<file path="src/rtl/core/prb_pkg.sv">
// ----------------------------------------------------------------------------
// prb_pkg
// Shared result codes and the result word layout of the reorder buffer.
// ----------------------------------------------------------------------------
package prb_pkg;

	localparam int SEQ_BITS  = 6;
	localparam int WORD_BITS = 64;

	// input commands; CMD_NONE is not a valid command and is ignored
	typedef enum logic [1:0] {
		CMD_DATA  = 2'd0,
		CMD_CLOSE = 2'd1,
		CMD_TICK  = 2'd2,
		CMD_NONE  = 2'd3
	} cmd_t;

	// result kinds
	typedef enum logic [2:0] {
		KIND_ACK         = 3'd0,
		KIND_DELIVER     = 3'd1,
		KIND_CLOSE_ACK   = 3'd2,
		KIND_TIMEOUT_END = 3'd3,
		KIND_REJECT      = 3'd4
	} kind_t;

	// one result word
	typedef struct packed {
		kind_t                 kind;
		logic [SEQ_BITS-1:0]   seq;
		logic [WORD_BITS-1:0]  data;
		logic                  last;
	} res_t;

endpackage

</file>
<file path="src/rtl/core/prb_store.sv">
// ----------------------------------------------------------------------------
// prb_store
// Payload memory: one write port, one read port, registered read data.
// ----------------------------------------------------------------------------
module prb_store #(
	parameter int DEPTH = 32,
	parameter int WIDTH = 64
) (
	input  logic                     clk,
	input  logic                     wr_en,
	input  logic [$clog2(DEPTH)-1:0] wr_addr,
	input  logic [WIDTH-1:0]         wr_data,
	input  logic                     rd_en,
	input  logic [$clog2(DEPTH)-1:0] rd_addr,
	output logic [WIDTH-1:0]         rd_data
);

	logic [WIDTH-1:0] mem [DEPTH];
	logic [WIDTH-1:0] rd_data_q;

	// write port
	always_ff @(posedge clk) begin
		if (wr_en) begin
			mem[wr_addr] <= wr_data;
		end
	end

	// read port, data holds until the next read
	always_ff @(posedge clk) begin
		if (rd_en) begin
			rd_data_q <= mem[rd_addr];
		end
	end

	assign rd_data = rd_data_q;

endmodule

</file>
<file path="src/rtl/core/prb_out_reg.sv">
// ----------------------------------------------------------------------------
// prb_out_reg
// Output register for result words; frees itself when the word is taken.
// ----------------------------------------------------------------------------
module prb_out_reg (
	input  logic          clk,
	input  logic          arst_n,
	input  logic          load,
	input  prb_pkg::res_t din,
	output logic          free,
	output logic          res_valid,
	input  logic          res_stall,
	output prb_pkg::res_t dout
);

	import prb_pkg::*;

	logic valid_q;
	res_t res_q;

	// occupancy
	always_ff @(posedge clk or negedge arst_n) begin
		if (!arst_n) begin
			valid_q <= 1'b0;
		end else if (load) begin
			valid_q <= 1'b1;
		end else if (!res_stall) begin
			valid_q <= 1'b0;
		end
	end

	// payload
	always_ff @(posedge clk) begin
		if (load) begin
			res_q <= din;
		end
	end

	assign free      = !valid_q || !res_stall;
	assign res_valid = valid_q;
	assign dout      = res_q;

endmodule

</file>
<file path="src/rtl/core/packet_reorder_buffer.sv">
// ----------------------------------------------------------------------------
// packet_reorder_buffer
// Selective-repeat receiver: stores packets by sequence number, acks new
// ones and delivers the contiguous run from the next expected number.
// ----------------------------------------------------------------------------
//  channel   handshake             word
//  pkt       pkt_valid/pkt_stall   cmd, seq_number, payload
//  res       res_valid/res_stall   kind, seq_out, data_out, last
//  cfg       cfg_wr_en             cfg_wr_data (max_timeouts)
//
// An item is taken when pkt_valid is high and pkt_stall is low; ack, reject,
// close ack and timeout end leave on the next edge. A run of deliveries passes
// ST_RD (payload memory read), then ST_DLV: one word per cycle unless stalled.
// Reset clears the received map flip-flops at once; no clearing pass.
// res_stall holds the output register, input and ST_DLV; ST_RD moves on.
// ----------------------------------------------------------------------------
module packet_reorder_buffer #(
	parameter int SEQ_SPACE    = 32,
	parameter int PAYLOAD_BITS = 64
) (
	input  logic                           clk,
	input  logic                           arst_n,
	input  logic                           pkt_valid,
	output logic                           pkt_stall,
	input  logic [1:0]                     cmd,
	input  logic [prb_pkg::SEQ_BITS-1:0]   seq_number,
	input  logic [prb_pkg::WORD_BITS-1:0]  payload,
	output logic                           res_valid,
	input  logic                           res_stall,
	output logic [2:0]                     kind,
	output logic [prb_pkg::SEQ_BITS-1:0]   seq_out,
	output logic [prb_pkg::WORD_BITS-1:0]  data_out,
	output logic                           last,
	input  logic                           cfg_wr_en,
	input  logic [3:0]                     cfg_wr_data
);

	import prb_pkg::*;

	localparam int IDX_W = $clog2(SEQ_SPACE);
	localparam int NE_W  = $clog2(SEQ_SPACE + 1);
	localparam logic [NE_W-1:0]     NE_END  = NE_W'(SEQ_SPACE);
	localparam logic [SEQ_BITS-1:0] SEQ_END = SEQ_BITS'(SEQ_SPACE);

	typedef enum logic [1:0] {
		ST_IDLE,
		ST_RD,
		ST_DLV
	} state_t;

	state_t                state_q;
	logic [SEQ_SPACE-1:0]  map_q;
	logic [NE_W-1:0]       ne_q;
	logic [3:0]            tc_q;
	logic [3:0]            max_q;
	logic                  done_q;

	logic                  acc;
	logic                  out_free;
	logic                  out_load;
	res_t                  out_din;
	res_t                  out_dout;

	logic [IDX_W-1:0]      seq_idx;
	logic [IDX_W-1:0]      ne_idx;
	logic [NE_W-1:0]       ne_inc;
	logic [IDX_W-1:0]      ne_inc_idx;
	logic                  seq_ok;
	logic                  slot_full;
	logic [SEQ_SPACE-1:0]  map_set;
	logic                  ne_hit;
	logic                  more;
	logic [3:0]            tc_nx;
	logic                  to_end;
	logic                  store_wr;
	logic                  rd_en;
	logic [IDX_W-1:0]      rd_addr;
	logic [PAYLOAD_BITS-1:0] rd_data;

	// input handshake
	assign pkt_stall = (state_q != ST_IDLE) || !out_free;
	assign acc       = pkt_valid && !pkt_stall;

	// index and lookahead
	assign seq_idx    = seq_number[IDX_W-1:0];
	assign ne_idx     = ne_q[IDX_W-1:0];
	assign ne_inc     = ne_q + NE_W'(1);
	assign ne_inc_idx = ne_inc[IDX_W-1:0];
	assign seq_ok     = seq_number < SEQ_END;
	assign slot_full  = map_q[seq_idx];
	assign map_set    = map_q | (SEQ_SPACE'(1) << seq_idx);
	assign ne_hit     = (ne_q < NE_END) ? map_set[ne_idx] : 1'b0;
	assign more       = (ne_inc < NE_END) ? map_q[ne_inc_idx] : 1'b0;
	assign tc_nx      = (tc_q != 4'hF) ? tc_q + 4'd1 : tc_q;
	assign to_end     = tc_nx >= max_q;

	assign store_wr = acc && !done_q && (cmd == CMD_DATA) && seq_ok && !slot_full;

	// result word and output load
	always_comb begin
		out_din  = '{kind: KIND_ACK, seq: '0, data: '0, last: 1'b1};
		out_load = 1'b0;
		unique case (state_q)
			ST_IDLE: begin
				if (acc && !done_q) begin
					priority if (cmd == CMD_DATA) begin
						if (!seq_ok) begin
							out_din.kind = KIND_REJECT;
							out_din.seq  = seq_number;
							out_load     = 1'b1;
						end else if (!slot_full) begin
							out_din.kind = KIND_ACK;
							out_din.seq  = seq_number;
							out_din.last = !ne_hit;
							out_load     = 1'b1;
						end
					end else if (cmd == CMD_CLOSE) begin
						out_din.kind = KIND_CLOSE_ACK;
						out_load     = 1'b1;
					end else if (cmd == CMD_TICK) begin
						out_din.kind = KIND_TIMEOUT_END;
						out_load     = to_end;
					end else begin
						out_load = 1'b0;
					end
				end
			end
			ST_RD: begin
				out_load = 1'b0;
			end
			ST_DLV: begin
				out_din.kind = KIND_DELIVER;
				out_din.seq  = SEQ_BITS'(ne_q);
				out_din.data = WORD_BITS'(rd_data);
				out_din.last = !more;
				out_load     = out_free;
			end
			default: begin
				out_load = 1'b0;
			end
		endcase
	end

	// memory read: first word from ST_RD, following words chained in ST_DLV
	always_comb begin
		rd_en   = 1'b0;
		rd_addr = ne_idx;
		unique case (state_q)
			ST_RD: begin
				rd_en = 1'b1;
			end
			ST_DLV: begin
				rd_en   = out_free && more;
				rd_addr = ne_inc_idx;
			end
			default: begin
				rd_en = 1'b0;
			end
		endcase
	end

	// sequencer and session state
	always_ff @(posedge clk or negedge arst_n) begin
		if (!arst_n) begin
			state_q <= ST_IDLE;
			map_q   <= '0;
			ne_q    <= '0;
			tc_q    <= '0;
			max_q   <= 4'd3;
			done_q  <= 1'b0;
		end else begin
			if (cfg_wr_en) begin
				max_q <= cfg_wr_data;
			end
			unique case (state_q)
				ST_IDLE: begin
					if (acc && !done_q) begin
						priority if (cmd == CMD_DATA) begin
							if (store_wr) begin
								map_q <= map_set;
								if (ne_hit) begin
									state_q <= ST_RD;
								end
							end
						end else if (cmd == CMD_CLOSE) begin
							done_q <= 1'b1;
						end else if (cmd == CMD_TICK) begin
							tc_q <= tc_nx;
							if (to_end) begin
								done_q <= 1'b1;
							end
						end else begin
							done_q <= done_q;
						end
					end
				end
				ST_RD: begin
					state_q <= ST_DLV;
				end
				ST_DLV: begin
					if (out_free) begin
						ne_q    <= ne_inc;
						state_q <= more ? ST_DLV : ST_IDLE;
					end
				end
				default: begin
					state_q <= ST_IDLE;
				end
			endcase
		end
	end

	prb_store #(
		.DEPTH (SEQ_SPACE),
		.WIDTH (PAYLOAD_BITS)
	) u_store (
		.clk     (clk),
		.wr_en   (store_wr),
		.wr_addr (seq_idx),
		.wr_data (payload[PAYLOAD_BITS-1:0]),
		.rd_en   (rd_en),
		.rd_addr (rd_addr),
		.rd_data (rd_data)
	);

	prb_out_reg u_out (
		.clk       (clk),
		.arst_n    (arst_n),
		.load      (out_load),
		.din       (out_din),
		.free      (out_free),
		.res_valid (res_valid),
		.res_stall (res_stall),
		.dout      (out_dout)
	);

	assign kind     = out_dout.kind;
	assign seq_out  = out_dout.seq;
	assign data_out = out_dout.data;
	assign last     = out_dout.last;

endmodule
</file>
<file path="config.mk">
export PLATFORM = sky130hd
export DESIGN_NAME = packet_reorder_buffer
export DESIGN_NICKNAME = d
export VERILOG_FILES = /design/src/rtl/core/prb_pkg.sv /design/src/rtl/core/prb_store.sv /design/src/rtl/core/prb_out_reg.sv /design/src/rtl/core/packet_reorder_buffer.sv
export SDC_FILE = /design/constraint.sdc
export NUM_CORES = 2
export LEC_CHECK = 0
export BUFFER_PORTS_ARGS = -buffer_cell sky130_fd_sc_hd__buf_2
export CORE_ASPECT_RATIO = 0.5
export CORE_UTILIZATION = 60
export CTS_BUF_LIST = sky130_fd_sc_hd__clkbuf_16
export CTS_CLUSTER_DIAMETER = 200
export DETAILED_ROUTE_END_ITERATION = 7
export PLACE_DENSITY = 0.75
export SETUP_SLACK_MARGIN = 0.5
export SYNTH_ARGS = -nofsm -noshare
export SYNTH_HDL_FRONTEND = slang
export SYNTH_SLANG_ARGS = --single-unit
</file>
<file path="constraint.sdc">
create_clock -name clk -period 12.1 [get_ports clk]
set_clock_uncertainty 0.05 [all_clocks]
set_input_delay 3.63 -clock clk [delete_from_list [all_inputs] [get_ports clk]]
set_output_delay 3.63 -clock clk [all_outputs]
set_load 0.02 [all_outputs]
</file>
==> impl_metrics.json <==
{
  "leakage_nw": 30.0,
  "hold_buffers": 0,
  "chipHeight_um": 269,
  "first_iter_violations": 5608,
  "syn_inst": 3504,
  "synth.distinct_cells": 58,
  "multiInputGateArea_mm2": 0.0181,
  "synth.net_count": 3598,
  "synth_area_leaders": "edfxtp_1 (77%), mux4_2 (17%), dfrtp_1 (1.4%)",
  "clock_path_buffers": 3,
  "stdcell_count": 5791,
  "tritoncts": "done",
  "cp_max_fo": 4,
  "post-synth-top-area-fraction_pct": 76.9,
  "status": "completed",
  "yosysTopAreaCell": "edfxtp_1",
  "drive_gt1_share_pct": 33.0,
  "rsz0062_at_grt": "no",
  "hold_violations": 0,
  "dpl.hpwl_mm": 106,
  "synth-adder-area-share_pct": 0.190,
  "syn_area_mm2": 0.0854,
  "seqCellArea_mm2": 0.0669,
  "grt_max_degree": 115,
  "core.rowCount": 97,
  "worst_pin_slew_ns": 1.17,
  "critical_path_arrival_ns": 4.12,
  "synth_xor_area_share_pct": 0.133,
  "yosys.area_share.simple_pct": 1.52,
  "grt_pass1_vias": 40000,
  "cts.sinks": 2236,
  "dp.cells": 5449,
  "start_kind": "input pin",
  "drv_cap": 0,
  "peakVddDrop_uv": 208,
  "ys_warn_count": 0,
  "start_util_pct": 60.7,
  "area_growth_pct": 10.8,
  "grt_busiest_layer": "met2",
  "report.final.slew_viol_count": 0,
  "clk_pin_slew_ns": 0.07,
  "vias": 39500,
  "hold_path.startpoint": "done_q$_DFFE_PN0P_",
  "syn_avg_cell_area_um2": 24.4,
  "fp.dieW_um": 536,
  "grt_use_total_pct": 28.5,
  "crit_path_end_kind": "output pin",
  "drc": 0,
  "startpoint": "res_stall",
  "grt.met2_usage_pct": 44.5,
  "cts-htree-levels": 4,
  "yosysSeqAreaShare_pct": 78.3,
  "hp-class": "register to register",
  "power_density_mw_per_mm2": 199,
  "gr-total-overflow": 0,
  "period_needed_ns": 7.80,
  "post_cts_resized": 0,
  "reg2reg_depth": 9,
  "root_buffer": "clkbuf_16",
  "ys_dominant_reg_cell": "edfxtp_1",
  "numPortBuffers": 156,
  "fin_crit_sh_pct": 64.5,
  "required_ns": 8.42,
  "finalSetupViolCount": 0,
  "cts_buffers": 183,
  "drt_pass1_iterations": 7,
  "relSlewSlack_pct": 22.0,
  "synth_edf_count": 2186,
  "synth_top_family_by_area": "multiplexers",
  "drt-vias-per-instance": 6.82,
  "ios": 157,
  "ant_nets": 0,
  "synth-compound-area-share_pct": 0.612,
  "grt_first_pass_wirelength_mm": 287,
  "holdPathStages": 1,
  "routedWlPerCell_um": 34.8,
  "synthMuxAreaShare_pct": 18.3,
  "timing.fmax_mhz": 128,
  "grt_use_met1_pct": 41.3,
  "async_flop_share_pct": 2.24,
  "grtUsageMet3_pct": 5.64,
  "fp.dieArea_mm2": 0.144,
  "timing.setup.tns_ns": 0,
  "wl_mm": 201,
  "critical_path_class": "input pin to output pin",
  "ys_ff_latch": 2236,
  "fill_cells": 8227,
  "core-area_mm2": 0.141,
  "r2r_end": "u_store.rd_data[5]$_DFFE_PP_",
  "clk_latency_ns": 0.80,
  "gp_congestion": 0.847,
  "regToRegSetupSlack_ns": 6.18,
  "min_to": "done_q$_DFFE_PN0P_",
  "antenna_found_initial": 10,
  "reg2reg_from": "state_q[0]$_DFFE_PN0P_",
  "cts_setup_buffers": 0,
  "nets": 3847
}
-- layer usage --
metal  up-vias  wire length (µm)
li1      15500                 -
met5         -                50
met4         8              6240
met3       339             19300
met2      2426             96800
met1     21200             78900
-- stage by stage --
| stage | util [%] | instance area [µm²] | worst slack [ns] | hold WS, ns | total power, mW |
|---|---|---|---|---|---|
| 2_1_floorplan | - | 85400 | 3.72 | 0.393 | 12.0 |
| 3_3_place_gp | 63.2 | 88900 | 3.70 | 0.407 | 13.2 |
| 3_5_place_dp | 63.2 | 88900 | 3.65 | 0.434 | 13.3 |
| 4_1_cts | 67.2 | 94600 | 4.31 | 0.449 | 19.0 |
| 5_1_grt | 67.2 | 94600 | 4.25 | 0.470 | 19.4 |
| 6_report | 67.2 | 94600 | 4.30 | 0.460 | 18.9 |
-- Yosys cell counts, types with 4 or more instances --
library cell and count:
dfrtp_1 48, ha_1 13, mux4_2 649, xor2_1 6
a211oi_1 9, or2_2 31, nand4_1 4, a21o_1 4
clkbuf_1 125, inv_1 11, nand3_1 13, nor3_1 11
o21ai_0 7, buf_1 36, nor2_1 53, nand2b_1 7
a22oi_1 9, xnor2_1 7, or3_1 4, nand2_1 24
buf_4 4, nor3b_1 4, mux2i_1 23, mux2_2 73
a2111oi_0 5, edfxtp_1 2186, and2_1 66, buf_2 11
a21oi_1 11, nor2b_1 4, a22o_1 4
-- where the power goes --
part	leakage (nW)	internal (mW)	total [mW]	switching, mW
clock network	2.99	3.04	5.77	2.73
registers	20.3	8.62	8.67	0.0486
logic	6.70	2.24	4.42	2.18
total	30.0	13.9	18.9	4.96
-- cell usage in the layout, fill, tap and decap left out, drive strengths merged, types with 4 or more instances in the layout --
cell	netlist	routed
a2111oi	5	5
nor2	53	53
a22oi	9	9
nor3b	5	5
a211oi	9	9
a21oi	11	11
or2	31	31
diode	0	6
nand3	13	13
o21ai	7	7
and2	66	66
nand2b	7	7
nand4	4	4
inv	11	65
nor2b	4	4
nor3	12	12
a21o	4	4
xnor2	7	7
buf	52	241
mux4	649	649
clkbuf	125	184
edfxtp	2186	2186
xor2	6	6
dfrtp	48	48
nand2	24	24
ha	13	13
bufinv	0	12
a22o	4	4
mux2	73	73
mux2i	23	23
clkinv	1	86
or3	4	4
-- registers in the layout, indices dropped and copies added, names as in the netlist, 2 cells and up --
signal           count
u_out.dout          74
u_store.mem       2048
u_store.rd_data     64
map_q               32
max_q                4
tc_q                 4
ne_q                 6
state_q              2
-- critical path, stage by stage --
cell and delay, ns:
buf_2 0.11, nand2_1 0.11, nand2_1 0.10, buf_2 0.18
-- cell type report --
class,instances,share of cell area (%)
antenna,6,0.0159
clock buffer,184,4.87
clock inverter,152,1.18
inverter,12,0.0476
multi-input combinational,1079,19.1
sequential,2236,70.7
tap,1881,2.49
timing repair buffer,241,1.54
-- cell families after synthesis --
kind of cell             count (synthesis)
flip-flops                            2236
adder cells (fa/ha/maj)                 13
multiplexers                           745
AND/OR/NAND/NOR                        238
AO/OA/AOI/OAI                           70
buffers and inverters                  189
XOR/XNOR                                13
-- worst max path at each step --
stage / end / slack (ns) / cells past startpoint
floorplan: u_store.mem[11][0]$_DFFE_PP_ / 3.72 / 7
CTS: pkt_stall / 4.31 / 4
global placement: u_store.mem[20][49]$_DFFE_PP_ / 3.70 / 9
finish: pkt_stall / 4.30 / 4
detailed placement: u_store.mem[20][53]$_DFFE_PP_ / 3.65 / 9
global route: u_store.mem[20][54]$_DFFE_PP_ / 4.25 / 9
(Power assumes the default switching activity.)
